File: config.mk
export PLATFORM = sky130hd
export DESIGN_NAME = lzs_group
export DESIGN_NICKNAME = d
export VERILOG_FILES = /design/src/assert_macros.svh /design/src/lzs_pkg.sv /design/src/lzs_cell.sv /design/src/lzs_group.sv
export SDC_FILE = /design/constraint.sdc
export NUM_CORES = 1
export LEC_CHECK = 0
export ABC_AREA = 1
export BUFFER_PORTS_ARGS = -buffer_cell sky130_fd_sc_hd__buf_2
export CAP_MARGIN = 20
export CORE_MARGIN = 10
export CORE_UTILIZATION = 59
export CTS_CLUSTER_SIZE = 20
export DETAILED_ROUTE_END_ITERATION = 10
export PLACE_DENSITY_LB_ADDON = 0.15
export SETUP_SLACK_MARGIN = 0.4
export SLEW_MARGIN = 30
export SYNTH_ARGS = -nofsm -noshare
export SYNTH_HDL_FRONTEND = slang
export SYNTH_SLANG_ARGS = --single-unit
File: constraint.sdc
create_clock -name clock -period 5.5 [get_ports clock]
set_input_delay 1.1 -clock clock [delete_from_list [all_inputs] [get_ports clock]]
set_output_delay 1.1 -clock clock [all_outputs]
set_load 0.02 [all_outputs]
File: src/assert_macros.svh
// Assertion helpers used by the stack manager unit.
// Define ASSERT_OFF to compile the checks out.
`ifndef ASSERT_MACROS_SVH
`define ASSERT_MACROS_SVH

`ifndef ASSERT_OFF

// Check a property on every rising clock edge outside reset.
`define LZS_ASSERT(label, clk, rst, prop) \
   label: assert property (@(posedge clk) disable iff (rst) prop) \
      else $error("lzs assertion failed");

// Check that an expression never holds outside reset.
`define LZS_NEVER(label, clk, rst, expr) \
   label: assert property (@(posedge clk) disable iff (rst) !(expr)) \
      else $error("lzs forbidden condition seen");

`else

`define LZS_ASSERT(label, clk, rst, prop)
`define LZS_NEVER(label, clk, rst, expr)

`endif

`endif

File: src/lzs_pkg.sv
`timescale 1ns / 1ps

package lzs_pkg;

   localparam int unsigned LAYER_W        = 8;
   localparam int unsigned HEIGHT_W       = 9;
   localparam int unsigned HEIGHT_X_W     = HEIGHT_W + 1;
   localparam int unsigned CMD_W          = 2;
   localparam int unsigned NUM_LAYERS_DEF = 256;
   localparam int unsigned GROUP_SIZE     = 16;

   localparam logic signed [HEIGHT_W-1:0] HEIGHT_HIDDEN = -9'sd1;

   typedef enum logic [CMD_W-1:0] {
      CMD_ALLOC = 2'd0,
      CMD_SET   = 2'd1,
      CMD_FREE  = 2'd2,
      CMD_NOP   = 2'd3
   } lzs_cmd_type;

   typedef enum logic {
      ST_IDLE = 1'b0,
      ST_EXEC = 1'b1
   } lzs_state_type;

   // one layer as seen by a lookup
   typedef struct packed {
      logic                        used;
      logic signed [HEIGHT_W-1:0]  height;
   } lzs_look_type;

   // lowest free layer seen so far along the chain
   typedef struct packed {
      logic               found;
      logic [LAYER_W-1:0] idx;
   } lzs_free_type;

   // update broadcast to every cell
   typedef struct packed {
      logic                         shift_en;
      logic                         up;
      logic signed [HEIGHT_X_W-1:0] lo;
      logic signed [HEIGHT_X_W-1:0] hi;
      logic                         tgt_we;
      logic [LAYER_W-1:0]           tgt_id;
      logic                         tgt_used;
      logic signed [HEIGHT_W-1:0]   tgt_height;
   } lzs_op_type;

endpackage

File: src/lzs_cell.sv
`timescale 1ns / 1ps

module lzs_cell #(
   parameter int unsigned LAYER_IDX = 0
) (
   input  logic                          clock,
   input  logic                          reset,
   input  lzs_pkg::lzs_op_type           op,
   input  logic [lzs_pkg::LAYER_W-1:0]   look_id,
   input  lzs_pkg::lzs_look_type         look_in,
   output lzs_pkg::lzs_look_type         look_out,
   input  lzs_pkg::lzs_free_type         free_in,
   output lzs_pkg::lzs_free_type         free_out
);
   import lzs_pkg::*;

   localparam logic [LAYER_W-1:0] MY_ID = LAYER_W'(LAYER_IDX);

   logic                         layer_used_ff;
   logic                         layer_used_in;
   logic signed [HEIGHT_W-1:0]   height_ff;
   logic signed [HEIGHT_W-1:0]   height_in;
   logic signed [HEIGHT_X_W-1:0] height_x;
   logic                         in_range;

   // pass the lookup along, replace it when this layer is addressed
   always_comb begin
      look_out = look_in;
      if (look_id == MY_ID) begin
         look_out.used   = layer_used_ff;
         look_out.height = height_ff;
      end
   end

   // keep the lowest free layer found so far
   always_comb begin
      free_out = free_in;
      if (!free_in.found && !layer_used_ff) begin
         free_out.found = 1'b1;
         free_out.idx   = MY_ID;
      end
   end

   always_comb begin
      height_x      = {height_ff[HEIGHT_W-1], height_ff};
      in_range      = layer_used_ff && (height_x >= op.lo) && (height_x <= op.hi);
      layer_used_in = layer_used_ff;
      height_in     = height_ff;
      if (op.tgt_we && (op.tgt_id == MY_ID)) begin
         layer_used_in = op.tgt_used;
         height_in     = op.tgt_height;
      end else if (op.shift_en && in_range) begin
         height_in = op.up ? height_ff + 9'sd1 : height_ff - 9'sd1;
      end
   end

   always_ff @(posedge clock) begin
      if (reset) begin
         layer_used_ff <= 1'b0;
      end else begin
         layer_used_ff <= layer_used_in;
      end
   end

   always_ff @(posedge clock) begin
      height_ff <= height_in;
   end

endmodule

File: src/lzs_group.sv
`timescale 1ns / 1ps

module lzs_group #(
   parameter int unsigned BASE_IDX   = 0,
   parameter int unsigned CELL_COUNT = lzs_pkg::GROUP_SIZE
) (
   input  logic                        clock,
   input  logic                        reset,
   input  lzs_pkg::lzs_op_type         op,
   input  logic                        look_en,
   input  logic [lzs_pkg::LAYER_W-1:0] look_id,
   output lzs_pkg::lzs_look_type       look_q,
   output lzs_pkg::lzs_free_type       free_q
);
   import lzs_pkg::*;

   lzs_look_type look_chain [CELL_COUNT+1];
   lzs_free_type free_chain [CELL_COUNT+1];
   lzs_look_type look_ff;
   lzs_look_type look_in;
   lzs_free_type free_ff;

   assign look_chain[0] = '0;
   assign free_chain[0] = '0;

   for (genvar i = 0; i < CELL_COUNT; i++) begin : g_cell
      lzs_cell #(
         .LAYER_IDX (BASE_IDX + i)
      ) u_cell (
         .clock    (clock),
         .reset    (reset),
         .op       (op),
         .look_id  (look_id),
         .look_in  (look_chain[i]),
         .look_out (look_chain[i+1]),
         .free_in  (free_chain[i]),
         .free_out (free_chain[i+1])
      );
   end

   // hold the lookup for the execute cycle
   assign look_in = look_en ? look_chain[CELL_COUNT] : look_ff;

   always_ff @(posedge clock) begin
      look_ff <= look_in;
      free_ff <= free_chain[CELL_COUNT];
   end

   assign look_q = look_ff;
   assign free_q = free_ff;

endmodule

==> results.toml <==
[detailed_routing]
postRouteAntennaNets = 0
post_drt_wl_per_cell_um = 22.2
vias_per_cell = 6.24
postRouteWirelength_um = 71700
via_count = 20100
firstDrtPassIters = 8
drt_iter0_drc = 2044
post_route_drc = 0

[yosys]
syn_area_per_cell_sq_um = 7.70
postSynth.topFlopCell = "sky130_fd_sc_hd__edfxtp_1"
synthTopCellsByArea = "sky130_fd_sc_hd__ha_1, sky130_fd_sc_hd__edfxtp_1, sky130_fd_sc_hd__nand2_1, sky130_fd_sc_hd__nor2_1, sky130_fd_sc_hd__inv_1"
post-synth-top-area-fraction_pct = 26.3
ys_ff_latch = 175
synthesis.yosys.warnings = 0
netlist_area_sq_um = 20600
yosys.area.top_type = "sky130_fd_sc_hd__ha_1"
synth_edf_count = 154
synth_cells = 2671
seq_area_frac_synth_pct = 24.5
synth_async_sr_flop_share_pct = 0
yosys.cell_count.top_type = "sky130_fd_sc_hd__nand2_1"
synth.lib_cells_used.distinct = 52
yosys-top-cells-count = "sky130_fd_sc_hd__nand2_1, sky130_fd_sc_hd__ha_1, sky130_fd_sc_hd__nor2_1"

[setup_path]
ff_to_ff_start = "g_cell[11].u_cell.height_ff[8]$_DFFE_PP_"
type_of_destination_of_the_critical_path = "flop"
rr_endpoint = "g_cell[11].u_cell.height_ff[8]$_DFFE_PP_"
cp_max_fo = 11
critical_path.startpoint_type = "input pin"
worstSetupPathType = "in2reg"
worst_reg_to_reg_setup_slack_ns = 2.64
worstPathRequired_ns = 5.69
reg2reg_depth = 10
crit_arrival_ns = 3.92

[pwr]
finalPower_mw = 3.55
leakagePower_nw = 10.3
power_density_nw_per_um2 = 160
vdd_ir_drop_max_mv = 0.253

[hold_path]
startpoint_of_the_tightest_hold_check_path = "g_cell[4].u_cell.layer_used_ff$_SDFFE_PP0P_"
timing.hold.worst_endpoint = "g_cell[4].u_cell.layer_used_ff$_SDFFE_PP0P_"
hold_path_depth = 2
min-delay-path-class = "reg2reg"

[layout]
area_growth_pct = 7.88
fin_area_sq_um = 22200
antenna-diode-count = 0
fill_cell_total_of_the_finished_layout = 2996
finalNetCount = 3258
post_route_core_utilization_pct = 64.4
drive_gt1_share_pct = 6.86
multi_input_area_sq_um = 14300
final-seq-area_sq_um = 5040
final_cells = 3226

[status]
outcome = "completed"

[timing]
clock-skew-final_ns = 0.0126
final-hold-violation-count = 0
tns_ns = 0
maxClockFrequency_mhz = 268
hold_slack_ns = 0.521
timing_worst_slew_pin_value_ns = 1.07
finalWorstSetupSlack_ns = 1.77
finalMaxSlewViolations = 0
setup_viol = 0
layout_worst_path_cycle_share_pct = 67.9
rsz0062_at_grt = "false"
worst_rel_slew_slack_pct = 28.7
fin_crit_ns = 3.73

[cts]
tritoncts = "built"
post_cts.resized_instances = 0
clock_pin_slew_on_the_worst_setup_and_hold_paths_ns = 0.08
max-clock-path-buffers = 2
post-cts-setup-buffer-count = 0
cts-buffers-inserted = 17
postCtsHoldBufs = 0
clkSinkCount = 175
insertion_delay_ns = 0.47
cts_max_level = 4
clock-root-buffer = "sky130_fd_sc_hd__clkbuf_16"

[placed_design]
detailedPlacementHpwl_um = 52800
place.gp.congestion = 1.01
dp_cells = 3194
dp_slack_ns = 1.39
detailed_place.area_sq_um = 21600
port-buffer-count = 66

[global_routing]
number_of_antenna_violations_at_the_first_check_in_global_routing = 1
grt_pass1_wl_um = 109000
grtUsageTotal_pct = 33.6
first_global_vias = 18900
largest_net_degree_at_the_start_of_global_routing = 80
globalRoute.totalOverflow = 0

[floorplanning]
core.rowCount = 68
io_pins = 71
die-area_sq_um = 42700
core_region_area_sq_um = 34500
fp.dieW_um = 207
start_util_pct = 59.7
die_height_um = 207

[flow_run]
max_capacitance_violation_count = 0
## registers in the layout, summed over array words and instances (netlist names)
register,cells
free_q,5
look_q,10
g_cell.u_cell.height_ff,144
g_cell.u_cell.layer_used_ff,16
## power by group
group	internal (mW)	leakage, nW	switching [mW]
Clock	0.694	0.279	0.591
Sequential	1.46	1.56	0.00421
Combinational	0.274	8.46	0.535
## worst max-delay path, stage by stage
cell and delay (ns):
sky130_fd_sc_hd__buf_2 0.09, sky130_fd_sc_hd__inv_1 0.72, sky130_fd_sc_hd__ha_1 0.39, sky130_fd_sc_hd__inv_1 0.06
sky130_fd_sc_hd__nor2_1 0.03, sky130_fd_sc_hd__o211ai_1 0.15, sky130_fd_sc_hd__o2111ai_1 0.15, sky130_fd_sc_hd__xnor2_1 0.15
sky130_fd_sc_hd__nand2_1 0.08, sky130_fd_sc_hd__nand3_1 0.07, sky130_fd_sc_hd__o21ai_0 0.64, sky130_fd_sc_hd__buf_4 0.27
## area by class of cell
cell class,count,share of cell area (%)
multi-input combinational,2186,64.6
sequential,175,22.7
inverter,280,4.75
timing repair buffer,98,2.68
tap,455,2.57
clock buffer,19,2.04
clock inverter,13,0.603
## layout by cell type, fill, tap and decap left out, types with 17 or more instances in the layout
| master | Yosys | final |
|---|---|---|
| sky130_fd_sc_hd__nand2_1 | 602 | 602 |
| sky130_fd_sc_hd__ha_1 | 432 | 432 |
| sky130_fd_sc_hd__nor2_1 | 288 | 288 |
| sky130_fd_sc_hd__inv_1 | 270 | 267 |
| sky130_fd_sc_hd__a21oi_1 | 183 | 179 |
| sky130_fd_sc_hd__o21ai_0 | 170 | 168 |
| sky130_fd_sc_hd__edfxtp_1 | 154 | 154 |
| sky130_fd_sc_hd__nand3_1 | 117 | 117 |
| sky130_fd_sc_hd__buf_2 | 7 | 66 |
| sky130_fd_sc_hd__nand4_1 | 62 | 62 |
| sky130_fd_sc_hd__xor2_1 | 50 | 50 |
| sky130_fd_sc_hd__o22ai_1 | 33 | 33 |
| sky130_fd_sc_hd__buf_4 | 7 | 30 |
| sky130_fd_sc_hd__o211ai_1 | 21 | 21 |
| sky130_fd_sc_hd__dfxtp_1 | 21 | 21 |
| sky130_fd_sc_hd__xnor2_1 | 20 | 20 |
| sky130_fd_sc_hd__a211oi_1 | 18 | 18 |
| sky130_fd_sc_hd__clkbuf_16 | 0 | 17 |
## logic make-up after synthesis
logic type / count (synthesis) / synth area share (%)
buf+inv: 313 / 5.92
flops: 175 / 24.5
compound gates: 499 / 14.0
fa+ha+maj: 448 / 27.8
other cells: 1 / 0.0182
xor+xnor: 70 / 2.98
simple gates: 1165 / 24.7
## metal layers
metal / vias to the layer above / track usage, % / share of wire (%)
li1: 9522 / - / -
met1: 9314 / 45.0 / 41
met2: 1095 / 51.4 / 42
met3: 212 / 6.13 / 12
met4: 2 / 16.6 / 5.0
met5: - / 0 / 0.015
## worst max path at each step
stage                                                to   start  slack, ns  depth (start not counted)
2_1_floorplan   g_cell[9].u_cell.height_ff[7]$_DFFE_PP_  op[39]       0.38                         15
3_3_place_gp   g_cell[11].u_cell.height_ff[5]$_DFFE_PP_  op[20]       1.45                         12
3_5_place_dp   g_cell[11].u_cell.height_ff[5]$_DFFE_PP_  op[20]       1.39                         12
4_1_cts        g_cell[11].u_cell.height_ff[5]$_DFFE_PP_  op[20]       1.81                         12
5_1_grt        g_cell[11].u_cell.height_ff[8]$_DFFE_PP_  op[20]       1.61                         12
6_report       g_cell[11].u_cell.height_ff[8]$_DFFE_PP_  op[20]       1.77                         12
Note: power is estimated with default switching activity, not from simulation.
